File: src/sv/csqrt_div_pipe.sv
`timescale 1ns / 1ps
module csqrt_div_pipe #(
  parameter int NUM_W = 32,
  parameter int DEN_W = 16,
  parameter int TAG_W = 8
) (
  input  logic             clk,
  input  logic             rst_n,
  input  logic             in_valid,
  input  logic [NUM_W-1:0] in_num,
  input  logic [DEN_W-1:0] in_den,
  input  logic [TAG_W-1:0] in_tag,
  output logic             out_valid,
  output logic [NUM_W-1:0] out_quo,
  output logic [TAG_W-1:0] out_tag
);
  localparam int REM_W = DEN_W + 1;

  logic [NUM_W-1:0] num_r [NUM_W+1];
  logic [REM_W-1:0] rem_r [NUM_W+1];
  logic [DEN_W-1:0] den_r [NUM_W+1];
  logic [TAG_W-1:0] tag_r [NUM_W+1];
  logic             vld_r [NUM_W+1];

  always_comb begin
    num_r[0] = in_num;
    rem_r[0] = '0;
    den_r[0] = in_den;
    tag_r[0] = in_tag;
    vld_r[0] = in_valid;
  end

  for (genvar i = 0; i < NUM_W; i++) begin : g_stage
    logic [REM_W-1:0] rem_sh;
    logic [REM_W-1:0] rem_nxt;
    logic             q_bit;
    always_comb begin
      rem_sh = {rem_r[i][REM_W-2:0], num_r[i][NUM_W-1]};
      q_bit  = rem_sh >= REM_W'(den_r[i]);
      rem_nxt = q_bit ? rem_sh - REM_W'(den_r[i]) : rem_sh;
    end
    always_ff @(posedge clk) begin
      if (!rst_n) begin
        vld_r[i+1] <= 1'b0;
      end else begin
        vld_r[i+1] <= vld_r[i];
      end
      num_r[i+1] <= {num_r[i][NUM_W-2:0], q_bit};
      rem_r[i+1] <= rem_nxt;
      den_r[i+1] <= den_r[i];
      tag_r[i+1] <= tag_r[i];
    end
  end

  assign out_valid = vld_r[NUM_W];
  assign out_quo   = num_r[NUM_W];
  assign out_tag   = tag_r[NUM_W];
endmodule

File: config.mk
export PLATFORM = sky130hd
export DESIGN_NAME = csqrt_div_pipe
export DESIGN_NICKNAME = d
export VERILOG_FILES = /design/src/sv/csqrt_div_pipe.sv
export SDC_FILE = /design/constraint.sdc
export NUM_CORES = 2
export LEC_CHECK = 0
export BUFFER_PORTS_ARGS = -buffer_cell sky130_fd_sc_hd__buf_2
export CELL_PAD_IN_SITES_DETAIL_PLACEMENT = 0
export CELL_PAD_IN_SITES_GLOBAL_PLACEMENT = 1
export CORE_ASPECT_RATIO = 1.25
export CORE_MARGIN = 1
export CORE_UTILIZATION = 48
export CTS_BUF_LIST = sky130_fd_sc_hd__clkbuf_8
export DETAILED_ROUTE_END_ITERATION = 6
export GPL_TIMING_DRIVEN = 1
export PLACE_DENSITY_LB_ADDON = 0.08
export RECOVER_POWER = 50
export SLEW_MARGIN = 10
export SYNTH_ARGS = -nofsm -noshare
export SYNTH_HDL_FRONTEND = slang
export SYNTH_SLANG_ARGS = --single-unit
File: constraint.sdc
create_clock -name clk -period 3.4 [get_ports clk]
set_clock_uncertainty 0.05 [all_clocks]
set_input_delay 0.68 -clock clk [delete_from_list [all_inputs] [get_ports clk]]
set_output_delay 0.68 -clock clk [all_outputs]
set_load 0.02 [all_outputs]
# After elaboration in Yosys (flattened, before gate mapping)
# Cells that the tools add are included.
[word_totals]
register_bits = 2304
input_bits = 59
out_inout_bits = 41
[classes]
add_sub_neg = 31
n_lt_le_gt_ge = 32
muxes = 31
[ops]
columns = ["cell", "n"]
rows = [
  ["$ge A17 B16 Y1", 31],
  ["$mux W16", 30],
  ["$sub A16 B16 Y16", 30],
  ["$ge A1 B16 Y1", 1],
  ["$sub A1 B16 Y16", 1],
  ["$mux W1", 1],
]

# Depth between registers and ports, before layout
[logic_depth]
depth_word = 2
mapped_depth = 13
depth_no_buf = 11

# Worst setup path before layout
# No wires, ideal clock.
[synth_timing]
path_type = "register to register"
from = "register den_r[433] (netlist bit)"
to = "register rem_r, in the netlist g_stage[6].rem_sh[10]"
setup_time_ns = 0.123
arrival_time_ns = 3.114
t_required_ns = 3.227
path_slack_ns = 0.113
path_stages_with_launch = 12
period_less_slack_ns = 3.287
path_cell_list = "dfxtp_1 -> inv_1 -> ha_1 -> nor2b_1 -> o31a_1 -> o311a_1 -> nor3_2 -> nor2_1 -> a311o_1 -> a2111oi_4 -> buf_6 -> mux2_1"
[synth_via]
elab_chain_len = 2
[synth_lines]
columns = ["element", "line", "text"]
rows = [
  ["start, declared", "21", "logic [DEN_W-1:0] den_r [NUM_W+1];"],
  ["start signal, assigned by index", "50", "den_r[i+1] <= den_r[i];"],
  ["$sub A16 B16 Y16 / $ge A17 B16 Y1 (equally long branches)", "40, 39", ""],
  ["$mux W16 *", "40", "rem_nxt = q_bit ? rem_sh - REM_W'(den_r[i]) : rem_sh;"],
  ["net g_stage[5].rem_nxt[9]", "35", "logic [REM_W-1:0] rem_nxt;"],
  ["end signal, assigned by index", "49", "rem_r[i+1] <= rem_nxt;"],
  ["end, declared", "20", "logic [REM_W-1:0] rem_r [NUM_W+1];"],
]
# The timed path passes the listed nets; every way through them passes the cells marked *.
# A chain may end at the register's enable or synchronous reset.

# Worst setup path after layout
[layout_timing]
from = "register den_r[146] (netlist bit)"
to = "register rem_r, in the netlist g_stage[24].rem_sh[15]"
[layout_via]
elab_chain_len = 2
[layout_lines]
columns = ["element", "line"]
rows = [
  ["$sub A16 B16 Y16 / $ge A17 B16 Y1 (equally long branches)", "40, 39"],
  ["$mux W16 *", "40"],
  ["net g_stage[23].rem_nxt[14]", "35"],
]
# Marks and branches as above.

==> run summary <==
Synth Area in Compound Gates - 9.65%
fillcell total - 13700
first-pass GRT wire length - 232 mm
Reg2Reg Depth - 12
CP arrival - 4.10 ns
post-DP HPWL - 107 mm
Synth Register Bits - 2304
P per Cell Area - 914 nW/um^2
max-slew violation count - 0
CTS Sinks - 2304
min Tclk post-route - 3.28 ns
worst rel slew slack - 49.4%
Final nets - 7636
maximum clock frequency - 305 MHz
vias in the first global route - 46300
final WL - 145 mm
cell family with most CP delay - simple AND/OR/NAND/NOR gates
hold path start - num_r[836]$_DFF_P_
FF-to-FF End - g_stage[24].rem_sh[15]$_DFF_P_
Synth area leader - dfxtp_1
CTS tree - built
Max FO, Critical Path - 4
syn nets - 7150
average size of a mapped cell - 11.6 sq um
TritonCTS Buffers - 358
share of layout cells above drive strength 1 - 14.2%
final setup fails - 0
H-tree depth - 5
largest family of logic cells by synthesized area - compound AO/OA/AOI/OAI gates
most common cell after layout, fill and taps aside - dfxtp_1
gr usage total - 18.1%
unrepaired setup endpoints after global routing - no
share of the synthesized area in the top cell type - 60.5%
Post-Synthesis Cells - 6563
core area - 158000 sq um
initial core utilization - 48.3%
Vias/cell - 4.84
Top FF cell, synth - dfxtp_1
largest net degree at the start of global routing - 33
most frequent cells in the layout - dfxtp_1, inv_1, ha_1
power consumption - 79900 uW
antenna viol nets, final - 0
Syn-to-layout area delta - 14.7%
First DRT Iteration DRCs - 1633
post-synthesis simple-gate area fraction - 7.46%
worst r2r src - den_r[146]$_DFF_P_
Critical Path Sink Type - flop
Max clock buf depth - 4
MaxCap Viol Count - 0
DIE HEIGHT - 448 um
initial antenna violation count - 2
die area - 160000 sq um
worst vdd ir - 0.507 mV
Synth Area in XOR/XNOR - 3.93%
Synth cell types - 82
TNS Setup - 0 ns
critical setup path kind - reg -> reg
drt drc - 0
I/O pin cnt - 100
clk slew on worst S/H paths - 0.07 ns
PortBufs - 99
period utilisation layout - 96.4%
drt pass-1 iters - 5
LEAKAGE - 0.0400 uW
Rows - 163
Clk Tree Root Cell - clkbuf_8
CP bufs+invs - 3
Die Wd - 358 um
cells along the critical path - inv_1 -> ha_1 -> nand3_1 -> o21bai_1 -> a32oi_1 -> nand2_1 -> o21ai_1 -> or4b_1 -> a311oi_4 -> buf_4 -> clkbuf_16 -> mux2_2
Hold Crit Depth - 0
post-synthesis mux area share - 5.59%
DR WL/cell - 15.5 um
status - finished, final reports clean
Hold Violations, Final - 0
crit start category - flop
Post-synth EDFFs - 0
DR vias - 45300
clock latency on the worst-skew pair - 1.03 ns
Worst Tran Pin Value - 0.759 ns
post-synth design cell area - 76200 sq um
CP max stage delay - 0.56 ns
routability cong. - 0.842
register area share after synthesis - 60.5%
yosys warns - 0
total gr overflow - 0
Required @ worst endpoint - 4.22 ns
Adder-Cell Fraction of Synth Area - 8.96%
Hold Path End - num_r[805]$_DFF_P_
Hold Path Class - reg -> reg
ys async rst share - 0%
Critical Path Slowest Stage Cell - or4b_1
main area contributors after synthesis - dfxtp_1, ha_1, mux2_2
Worst R2R Setup Slack - 0.12 ns
==> area by class of cell <==
type	instances	area, sq um	area share (%)
Sequential cell	2304	46100	52.8
Multi-Input combinational cell	3512	27200	31.2
Clock buffer	432	5950	6.80
Tap cell	2062	2580	2.95
Inverter	639	2400	2.74
Timing Repair Buffer	234	1820	2.08
Clock inverter	180	1310	1.50
Antenna cell	1	2.50	0.00286
==> synthesized netlist by cell type (33+ instances only) <==
library cell / number
dfxtp_1: 2304
inv_1: 638
ha_1: 498
mux2_2: 324
a21oi_1: 302
nor2_1: 273
o21ai_0: 244
nand2_1: 235
xnor2_1: 227
a21o_1: 125
xor2_1: 115
nor3_1: 94
nand3_1: 91
o21a_1: 79
nand2b_1: 77
nor2b_1: 77
nand4_1: 68
mux2i_1: 53
a31oi_1: 52
clkbuf_1: 50
and2_1: 47
a21boi_0: 42
buf_4: 41
a211oi_1: 37
or3_1: 35
o31ai_1: 33
==> cell families after synthesis <==
| group | Yosys count |
|---|---|
| flip-flops | 2304 |
| AO/OA/AOI/OAI | 1131 |
| XOR/XNOR | 342 |
| multiplexers | 384 |
| AND/OR/NAND/NOR | 1127 |
| buffers and inverters | 747 |
| adder cells (fa/ha/maj) | 528 |
==> report_power, final <==
group / leakage, uW / switching (uW) / internal, uW
logic: 0.0166 / 11800 / 11400
registers: 0.0193 / 2240 / 31500
clock network: 0.00414 / 9980 / 13000
total: 0.0400 / 24000 / 55900
==> per-layer routing <==
| layer | GRT usage, % | vias up | wire length (um) |
|---|---|---|---|
| li1 | - | 23400 | - |
| met1 | 19.6 | 20900 | 58700 |
| met2 | 33.3 | 725 | 75100 |
| met3 | 3.67 | 330 | 5100 |
| met4 | 8.50 | 0 | 5820 |
| met5 | 0 | - | 0 |
==> how the worst max path moves through the flow <==
| stage | end | cells past startpoint | startpoint |
|---|---|---|---|
| final | g_stage[24].rem_sh[15]$_DFF_P_ | 12 | den_r[146]$_DFF_P_ |
| after global placement | g_stage[29].rem_sh[3]$_DFF_P_ | 12 | den_r[65]$_DFF_P_ |
| after detailed placement | g_stage[29].rem_sh[5]$_DFF_P_ | 12 | den_r[65]$_DFF_P_ |
| after floorplan | g_stage[6].rem_sh[10]$_DFF_P_ | 11 | den_r[433]$_DFF_P_ |
| after global routing | g_stage[24].rem_sh[15]$_DFF_P_ | 12 | den_r[150]$_DFF_P_ |
| after CTS | g_stage[29].rem_sh[9]$_DFF_P_ | 12 | den_r[65]$_DFF_P_ |
==> worst reg2reg max path, delay by kind of cell (launching register included) <==
family,cells,cell delay [ns]
AO/OA/AOI/OAI,4,0.72
adder cells (fa/ha/maj),1,0.35
buffers and inverters,3,0.43
flip-flops,1,0.42
multiplexers,1,0.33
AND/OR/NAND/NOR,3,0.83
==> per-stage QoR <==
step / util, % / setup WS, ns / cells / instance area [sq um] / hold slack (ns)
detailed placement: 50.3 / 0.0513 / 8686 / 79500 / 0.262
CTS: 55.3 / 0.0504 / 9357 / 87300 / 0.0897
global route: 55.4 / 0.00173 / 9364 / 87400 / 0.140
global placement: 50.3 / 0.110 / 8686 / 79500 / 0.259
floorplan: - / 0.113 / 6563 / 76200 / 0.260
finish: 55.4 / 0.124 / 9364 / 87400 / 0.232
==> state kept, by name, indices dropped and copies added (netlist names) <==
signal,cells
g_stage.rem_sh,527
out_tag,8
out_quo,32
out_valid,1
num_r,961
den_r,496
tag_r,248
vld_r,31
==> what timing repair did <==
item                                    4_1_cts  5_1_grt
gates resized for setup                       0       12
hold endpoints to repair                    103        0
endpoints found under the setup margin        0       93
hold buffers                                 59        0
buffers inserted                              0        4
Note: power is estimated with default switching activity, not from simulation.
