==> src/sv/csqrt_isqrt_pipe.sv <==
`timescale 1ns / 1ps
module csqrt_isqrt_pipe #(
  parameter int RAD_W = 32,
  parameter int TAG_W = 8
) (
  input  logic                   clk,
  input  logic                   rst_n,
  input  logic                   in_valid,
  input  logic [RAD_W-1:0]       in_rad,
  input  logic [TAG_W-1:0]       in_tag,
  output logic                   out_valid,
  output logic [(RAD_W+1)/2-1:0] out_root,
  output logic [TAG_W-1:0]       out_tag
);
  localparam int ROOT_W = (RAD_W + 1) / 2;
  localparam int PAD_W  = 2 * ROOT_W;
  localparam int REM_W  = ROOT_W + 2;

  logic [PAD_W-1:0]  rad_r  [ROOT_W+1];
  logic [ROOT_W-1:0] root_r [ROOT_W+1];
  logic [REM_W-1:0]  rem_r  [ROOT_W+1];
  logic [TAG_W-1:0]  tag_r  [ROOT_W+1];
  logic              vld_r  [ROOT_W+1];

  always_comb begin
    rad_r[0]  = PAD_W'(in_rad);
    root_r[0] = '0;
    rem_r[0]  = '0;
    tag_r[0]  = in_tag;
    vld_r[0]  = in_valid;
  end

  for (genvar i = 0; i < ROOT_W; i++) begin : g_stage
    logic [REM_W-1:0]  rem_sh;
    logic [REM_W-1:0]  trial;
    logic [REM_W-1:0]  rem_nxt;
    logic [ROOT_W-1:0] root_nxt;
    always_comb begin
      rem_sh = {rem_r[i][REM_W-3:0], rad_r[i][PAD_W-1 -: 2]};
      trial  = {root_r[i], 2'b01};
      if (rem_sh >= trial) begin
        rem_nxt  = rem_sh - trial;
        root_nxt = {root_r[i][ROOT_W-2:0], 1'b1};
      end else begin
        rem_nxt  = rem_sh;
        root_nxt = {root_r[i][ROOT_W-2:0], 1'b0};
      end
    end
    always_ff @(posedge clk) begin
      if (!rst_n) begin
        vld_r[i+1] <= 1'b0;
      end else begin
        vld_r[i+1] <= vld_r[i];
      end
      rad_r[i+1]  <= {rad_r[i][PAD_W-3:0], 2'b00};
      root_r[i+1] <= root_nxt;
      rem_r[i+1]  <= rem_nxt;
      tag_r[i+1]  <= tag_r[i];
    end
  end

  assign out_valid = vld_r[ROOT_W];
  assign out_root  = root_r[ROOT_W];
  assign out_tag   = tag_r[ROOT_W];
endmodule

==> config.mk <==
export PLATFORM = sky130hd
export DESIGN_NAME = csqrt_isqrt_pipe
export DESIGN_NICKNAME = d
export VERILOG_FILES = /design/src/sv/csqrt_isqrt_pipe.sv
export SDC_FILE = /design/constraint.sdc
export NUM_CORES = 1
export LEC_CHECK = 0
export BUFFER_PORTS_ARGS = -buffer_cell sky130_fd_sc_hd__buf_2
export CORE_MARGIN = 8
export CORE_UTILIZATION = 55
export CTS_CLUSTER_SIZE = 28
export DETAILED_ROUTE_END_ITERATION = 10
export GPL_TIMING_DRIVEN = 0
export PLACE_DENSITY = 0.69
export SYNTH_ARGS = -nofsm -noshare
export SYNTH_HDL_FRONTEND = slang
export SYNTH_SLANG_ARGS = --single-unit
==> constraint.sdc <==
create_clock -name clk -period 3.2 [get_ports clk]
set_input_delay 0.16 -clock clk [delete_from_list [all_inputs] [get_ports clk]]
set_output_delay 0.16 -clock clk [all_outputs]
set_load 0.01 [all_outputs]
======== Word-level counts from Yosys, hierarchy flattened ========
Cells that the tools add are included.
word-level totals
  register bits ........................... 747
  latch bits .............................. 0
  memory bits (writable) .................. 0
  ROM bits ................................ 0
  output and inout port bits .............. 25
  memories ................................ 0
operators by class
  add/subtract/negate cells ............... 15
  multiply operators ...................... 0
  div/mod/pow operators ................... 0
  order comparisons ....................... 16
  eq/ne operators ......................... 0
  shift operators ......................... 0
  mux-type cells .......................... 31
  bitwise logic cells ..................... 0
  reductions and logical operators ........ 0
operators by type and width
  cell              count
  $mux W16          14
  $ge A18 B10 Y1    1
  $ge A18 B11 Y1    1
  $ge A18 B12 Y1    1
  $ge A18 B13 Y1    1
  $ge A18 B14 Y1    1
  $ge A18 B15 Y1    1
  $ge A18 B16 Y1    1
  $ge A18 B17 Y1    1
  $ge A18 B3 Y1     1
  $ge A18 B4 Y1     1
  $ge A18 B5 Y1     1
  $ge A18 B6 Y1     1
  $ge A18 B7 Y1     1
  $ge A18 B8 Y1     1
  $ge A18 B9 Y1     1
  $mux W1           16
  $sub A16 B10 Y16  1
  $sub A16 B11 Y16  1
  $sub A16 B12 Y16  1
  $sub A16 B13 Y16  1
  $sub A16 B14 Y16  1
  $sub A16 B15 Y16  1
  $sub A16 B16 Y16  1
  other kinds (10)  10

======== Logic depth before layout (Yosys ltp) ========
Gate-level depths: netlist of the first run.
  depth in word-level cells ............... 2
  gate-level depth with buffers ........... 11
  gate-level depth less buffers ........... 9

======== Least setup slack after synthesis of the first run ========
OpenSTA, ideal clock, no wires.
  kind .................................... register to register
  start ................................... register root_r (netlist bit g_stage[14].trial[10])
  end ..................................... register rem_r (netlist bit g_stage[15].rem_sh[10])
  library setup time ...................... 0.123 ns
  data arrival time ....................... 2.356 ns
  setup slack ............................. 0.721 ns
  cell stages (with the launch flop) ...... 11
  clock period less this slack ............ 2.479 ns
  path through ............................ dfxtp_1 -> inv_1 -> ha_1 -> clkbuf_1 -> nand4_1 -> or4_1 -> nand2_1 -> a31oi_1 -> o31ai_2 -> buf_6 -> mux2_1
on the way
  longest elaborated chain between the ends .. 2
RTL lines
  item                               RTL line  source
  from (decl)                        20        logic [ROOT_W-1:0] root_r [ROOT_W+1];
  from (signal, indexed assignment)  56        root_r[i+1] <= root_nxt;
  $ge A18 B16 Y1                     41        if (rem_sh >= trial) begin
  $mux W16                           41
  net g_stage[14].rem_nxt[8]         36        logic [REM_W-1:0] rem_nxt;
  to (signal, indexed assignment)    57        rem_r[i+1] <= rem_nxt;
  to (decl)                          21        logic [REM_W-1:0] rem_r [ROOT_W+1];
The timed path passes the listed nets, and every way through them passes these cells.
A chain may end at the register's enable or synchronous reset.

======== Worst setup path after layout of the first run ========
Same ends and word-level chain as after synthesis.

==> results of run 1 <==
through the flow:
step | setup WS (ns) | power [mW] | std cells | hold slack, ns
floorplan | 0.7210 | 15.41 | 2204 | 0.1877
global placement | 0.2618 | 16.47 | 2863 | 0.2618
detailed placement | 0.2294 | 16.66 | 2863 | 0.2636
CTS | 0.1996 | 25.51 | 3036 | 0.1460
global route | 0.02063 | 26.69 | 3036 | 0.1544
finish | 0.2036 | 25.30 | 3036 | 0.1878
cell usage in the layout, fill, tap and decap left out, types with 30 or more instances in the layout:
master           n
ha_1           149
nor3_1          59
mux2_2          60
o21a_1          36
clkbuf_16       74
nor2_1         109
a21oi_1         92
nand2_1         83
xnor2_1         82
dfxtp_1        737
inv_1          185
buf_2           76
clkbuf_1        32
xor2_1          64
nor4_1          31
o21ai_0         82
a21o_1          30
dlygate4sd3_1   44
worst register-to-register path: cells and delay by family (launching register included):
family | cells | cell delay (ns)
buf+inv | 3 | 0.54
fa+ha+maj | 1 | 0.26
mux | 1 | 0.36
simple gates | 3 | 1.13
flops | 1 | 0.32
compound gates | 2 | 0.27
final cells by class:
type / count / share of cell area, %
multi-input cells: 1238 / 31.60
clock buffers: 96 / 7.084
flip-flops and latches: 737 / 51.12
well taps: 592 / 2.566
repair buffers: 111 / 2.688
clock inverters: 33 / 1.751
inverters: 187 / 2.432
plain buffers: 42 / 0.7543
logic make-up after synthesis:
kind of cell             Yosys count
XOR/XNOR                         146
adder cells (fa/ha/maj)          149
AND/OR/NAND/NOR                  491
flip-flops                       737
other                              1
AO/OA/AOI/OAI                    366
buffers and inverters            229
multiplexers                      85
registers in the layout, indices dropped and copies added (netlist names):
register        cells
g_stage.rem_sh    247
rad_r             210
g_stage.trial     120
tag_r             120
out_root           16
vld_r              15
out_tag             8
out_valid           1
final timing paths:
kind | start | slack [ns] | endpoint | depth (start not counted)
worst max register to register | g_stage[14].trial[10] | 0.20 | g_stage[15].rem_sh[10] | 10
worst min register to register | rad_r[221] | 0.32 | g_stage[11].rem_sh[1] | 0
worst min-delay path | in_rad[26] | 0.19 | rad_r[508] | 2
worst max-delay path | g_stage[14].trial[10] | 0.20 | g_stage[15].rem_sh[10] | 10
report_power, final:
group          switching, mW  leakage (nW)  internal, mW  total, mW
Sequential             0.876          6.18          10.6       11.5
Clock                   3.43          1.24          5.28       8.71
Combinational           2.62          5.97          2.45       5.07
Total                   6.93          13.4          18.4       25.3
metal layers:
layer,vias to the layer above,wire [um],global-route usage [%]
met1,7254,19680,19.87
met5,-,0,0
met3,112,1853,3.723
li1,7922,-,-
met2,329,20730,28.47
met4,0,1398,6.296
timing repair:
item,in CTS,in global routing
endpoints found under the setup margin,0,13
hold buffers,44,0
gates resized for setup,0,4
hold endpoints to repair,47,0
==> impl_results.md, run 1 <==
- DIE WIDTH: 228.2 um
- Synth area leader: dfxtp_1
- Pre-antenna DRT Iters: 5
- Total of max-cap violations: 0
- Io pins: between 60 and 70
- Largest net degree at the start of global routing: 16
- Gr usage total: 16.49%
- Multi-input logic area: 9121 um^2
- Layout cells sized above 1: 12.11%
- Pwr dens: approximately 880 nW/um^2
- GP Congestion: 0.9577
- Area Growth Syn to Fin: 16.51%
- Worst Setup End Kind: register
- Post-synth top cells: dfxtp_1 (737), inv_1 (185), ha_1 (149)
- Die span in y: 228.2 um
- # fillers: about 3400
- Cell Area, Placed: approximately 26000 um^2
- Clock tree buffer depth: 3
- Worst-path clk slew: roughly 0.06 ns
- Final core occ: 65.12%
- Most common cell in the netlist: dfxtp_1
- Measured slew at the worst slew-check pin: approximately 1 ns
- Gr ovfl total: 0
- Unrepaired setup endpoints after global routing: false
- Row cnt: 77
- Mux contribution to synthesized area: about 3.8%
- Final period util: a little over nine tenths
- Setup CP Type: register to register
- Primary FF master, synth: dfxtp_1
- Initial drt markers: 900
- Slowest stage delay, CP: 0.64 ns
- Nets: approximately 2600
- Syn_nets: approximately 2400
- Avg Inst Size Synth: 11.24 um^2
- Buf/Inv on CP: 3
- Largest family of logic cells by synthesized area: simple AND/OR/NAND/NOR gates
- Design area: a little under 30000 um^2
- Antenna violations before repair: 0
- Routed wire length per instance: roughly 14 um
- Clock period minus worst slack: around 3.0 ns
- Setup violations, final: 0
- Yosys warnings: 0
- Seq/Total Area, Yosys: 59.56%
- #FFs+latches synth: ~740
- Num CTS Buffers: 73
- EDFF count, synth: 0
- Via count: around 16000
- Hold Path Class: input port to register
- DRC Markers: 0
- Top cell type's share of synthesized area: about three fifths
- DRT antenna net count: 0
- Crit path required time: between 3 and 4 ns
- Post-synth cell types: about 80
- First-pass GRT wire length: 72910 um
- CP cell instances: inv_1, ha_1, clkbuf_1, nand4_1, or4_1, nand2_1, a31oi_1, o31ai_4, buf_6, mux2_1
- Highest clock rate: around 0.33 GHz
- Skew-Pair Late Insertion Delay: around 0.59 ns
- Startpoint types: register
- Netlist Area Pre-Place: between 20000 and 25000 um^2
- Setup Buffers After CTS: 0
- Starting Density: between 50% and 60%
- Clock Sinks: roughly 740
- Avg Vias per Cell: between 5 and 6
- Root Driver: clkbuf_16
- Setup TNS: 0 ns
- IO buf count: 67
- Crit path DAT: 3.46 ns
- Leak Pwr: around 13 nW
- Pins Over Slew Limit: 0
- Core area: ~44000 um^2
- Crit-path max FO: 10
- Slowest CP cell: or4_1
- Mapped Cells: between 2000 and 2500
- H-tree Lvls: 3
- Synth area leaders: dfxtp_1 (60%), ha_1 (7.5%), xnor2_1 (2.9%)
- Die area: between 50000 and 60000 um^2
- Async set or reset register ratio after synthesis: 0%
- Adder-cell share of the synthesized area: under 10%
- Synth Area in Simple Gates: 10.47%
- Vias in the first global route: ~16000
- Post-synthesis xor/xnor area fraction: under 10%
- CP top delay family: simple AND/OR/NAND/NOR gates
- Synth Area in Compound Gates: about 9.8%
- Worst VDD drop: about 0.56 mV
- N_diodes: 0
- Status: complete, no violations
- Clk_skew: around 0.013 ns
- Slew HR: about 33%
- Final WL: between 40000 and 50000 um
- Hold Fails Final Rpt: 0
- Post-DP HPWL: just over 30000 um
- Reg area: roughly 15000 um^2
- CTS tree: built
(Power assumes the default switching activity.)
==> run 2, diff against run 1 <==
--- a/config.mk
+++ b/config.mk
@@ -5,6 +5,7 @@
 export SDC_FILE = /design/constraint.sdc
 export NUM_CORES = 1
 export LEC_CHECK = 0
+export ABC_AREA = 1
 export BUFFER_PORTS_ARGS = -buffer_cell sky130_fd_sc_hd__buf_2
 export CORE_MARGIN = 8
 export CORE_UTILIZATION = 55
==> run 2 against run 1 <==
Effect of this change:
- combinational power grew 41%
- clock power grew 1%
- global-route usage grew 3.9 points
- clock skew grew 0.0078 ns
- final cell count grew 41%
- critical path type unchanged
- critical endpoint is now g_stage[14].rem_sh[9]
- largest power group unchanged
==> impl_results.md, run 2 <==
- Commonest non-fill, non-tap cell in the layout: nand2_1
- Routed wire length per instance: 13.75 um
- Skew-Pair Late Insertion Delay: approximately 0.60 ns
- DIE WIDTH: around 240 um
- Seq/Total Area, Yosys: 53.23%
- Yosys warnings: 0
- Post-DP HPWL: 44550 um
- Design area: roughly 32000 um^2
- DRT antenna net count: 0
- First-pass GRT wire length: about 96000 um
- Gr ovfl total: 0
- Highest clock rate: about 0.46 GHz
- Startpoint types: register
- Final period util: a little under 70%
- Core area: approximately 50000 um^2
- Die area: roughly 58000 um^2
- Hold Fails Final Rpt: 0
- Worst VDD drop: about 0.70 mV
- Max reg flops: about 250
- Synth area leader: dfxtp_1
- Reg2reg start: g_stage[13].trial[3]
- Final WL: roughly 60000 um
- Row cnt: between 80 and 90
- Crit-path max FO: 10
- Syn_nets: between 3000 and 4000
- Hold Path Class: input port to register
- Primary FF master, synth: dfxtp_1
- Nets: about 3800
- Crit path required time: about 3.7 ns
- Root Driver: clkbuf_16
- Most frequent cells in the layout: nand2_1 (1030), dfxtp_1 (737), inv_1 (581)
- Unrepaired setup endpoints after global routing: false
- Final WS setup: around 1.0 ns
- Final Non-Filler Cells: 4286
- Crit path DAT: 2.67 ns
- Setup violations, final: 0
- Vias in the first global route: between 15000 and 20000
- Slew HR: between 60% and 70%
- Num CTS Buffers: 73
- Starting Density: a little under three fifths
- Hold buffers post-CTS: between 40 and 50
- EDFF count, synth: 0
- # fillers: roughly 4300
- R2r setup slk: 1.01 ns
- Clock Sinks: around 740
- Area Growth Syn to Fin: 15.05%
- IO buf count: 66
- Leak Pwr: around 17 nW
- Post-synth cell types: 47
- Clock period minus worst slack: approximately 2.2 ns
- Synth area leaders: dfxtp_1 (53%), nand2_1 (14%), inv_1 (7.9%)
- Gr usage total: between 20 and 25%
- Initial drt markers: 1345
- GP Congestion: around 0.9
- CTS tree: built
- Async set or reset register ratio after synthesis: 0%
- Placed insts: 4111
- Clock tree buffer depth: 3
- Worst-path clk slew: around 0.070 ns
- DRC Markers: 0
- Antenna violations before repair: 2
- Via count: between 20000 and 25000
- Most common cell in the netlist: nand2_1
- Pwr dens: roughly 870 nW/um^2
- Clk_skew: between 0.02 and 0.025 ns
- Total power after layout: between 20 and 30 mW
- Die span in y: ~240 um
- Pre-CTS WS: approximately 1.1 ns
- Pre-antenna DRT Iters: 5
- Critical Path Start: g_stage[13].trial[3]
- H-tree Lvls: 3
- Setup Buffers After CTS: 0
- Mapped Cells: between 3000 and 4000
- FF-to-FF End: g_stage[14].rem_sh[9]
- Top cell type's share of synthesized area: about 53%
- R2R depth: 12
- Post-CTS sizing: 0
- Pins Over Slew Limit: 0
- Avg Inst Size Synth: a little over 8 um^2
- Largest net degree at the start of global routing: 16
- Cell Area, Placed: a little under 30000 um^2
- Total of max-cap violations: 0
- #FFs+latches synth: around 740
- Worst Setup End Kind: register
- Critical Path Sink: g_stage[14].rem_sh[9]
- Measured slew at the worst slew-check pin: 0.5885 ns
- Setup TNS: 0 ns
- Layout cells sized above 1: just under 9%
- Netlist Area Pre-Place: ~28000 um^2
- Avg Vias per Cell: 4.784
- Status: complete, no violations
- Post-synth top cells: nand2_1 (1030), dfxtp_1 (737), inv_1 (581)
- Io pins: 68
- Setup CP Type: register to register
==> run 2: layout make-up <==
type	count	area [um^2]	share of cell area (%)
Inverter	594	2245	7.039
Timing Repair Buffer	110	770.7	2.417
Tap cell	672	840.8	2.637
Clock inverter	38	549.3	1.722
Antenna cell	1	2.502	0.007847
Buffer	31	281.5	0.8828
Multi-Input combinational cell	2011	10440	32.73
Clock buffer	92	2008	6.297
Sequential cell	737	14750	46.27
==> run 2: logic make-up (layout without fill, tap and decap cells) <==
logic type | after synthesis | in the layout | share of synthesized area [%]
compound gates | 206 | 206 | 4.325
xor+xnor | 79 | 79 | 2.496
fa+ha+maj | 149 | 149 | 6.726
buf+inv | 625 | 865 | 9.114
flops | 737 | 737 | 53.23
other cells | 1 | 2 | 0.01353
simple gates | 1576 | 1576 | 24.10
==> run 2: metal layers <==
metal / part of all wire [%] / global-route usage (%) / vias up
met1: 47 / 26.59 / 9221
met4: 3.0 / 7.408 / 0
met3: 4.1 / 3.438 / 126
met5: 0 / 0 / -
li1: - / - / 10740
met2: 46 / 33.97 / 423
==> run 2: power by group <==
part           switching [mW]  total (mW)  internal, mW  leakage [nW]
clock                    3.55        8.81          5.26          1.24
sequential              0.939        11.7          10.7          6.18
combinational            4.56        7.13          2.57          9.70
==> run 2: per-stage QoR <==
| step | util, % | hold WS, ns |
|---|---|---|
| floorplan | - | 0.1877 |
| global route | 63.82 | 0.1520 |
| CTS | 63.82 | 0.1387 |
| detailed placement | 57.82 | 0.2636 |
| finish | 63.82 | 0.1924 |
| global placement | 57.82 | 0.2625 |
==> run 2: critical path, cell delays in order (launching register included) <==
cell,delay (ns)
dfxtp_1,0.36
inv_1,0.05
ha_1,0.44
nand2_1,0.13
nor2_2,0.12
nand3_1,0.15
nand3_1,0.16
nand2_1,0.10
nand2_4,0.17
inv_4,0.08
buf_6,0.15
nand2_1,0.06
nand2_1,0.07
==> run 2: worst min-delay path by stage <==
stage | from | end | cells after the start
global placement | in_rad[13] | rad_r[495] | 1
floorplan | in_rad[28] | g_stage[1].rem_sh[0] | 0
CTS | in_rad[26] | rad_r[508] | 2
detailed placement | in_rad[27] | rad_r[509] | 1
global route | in_rad[19] | rad_r[501] | 2
finish | in_rad[20] | rad_r[502] | 2
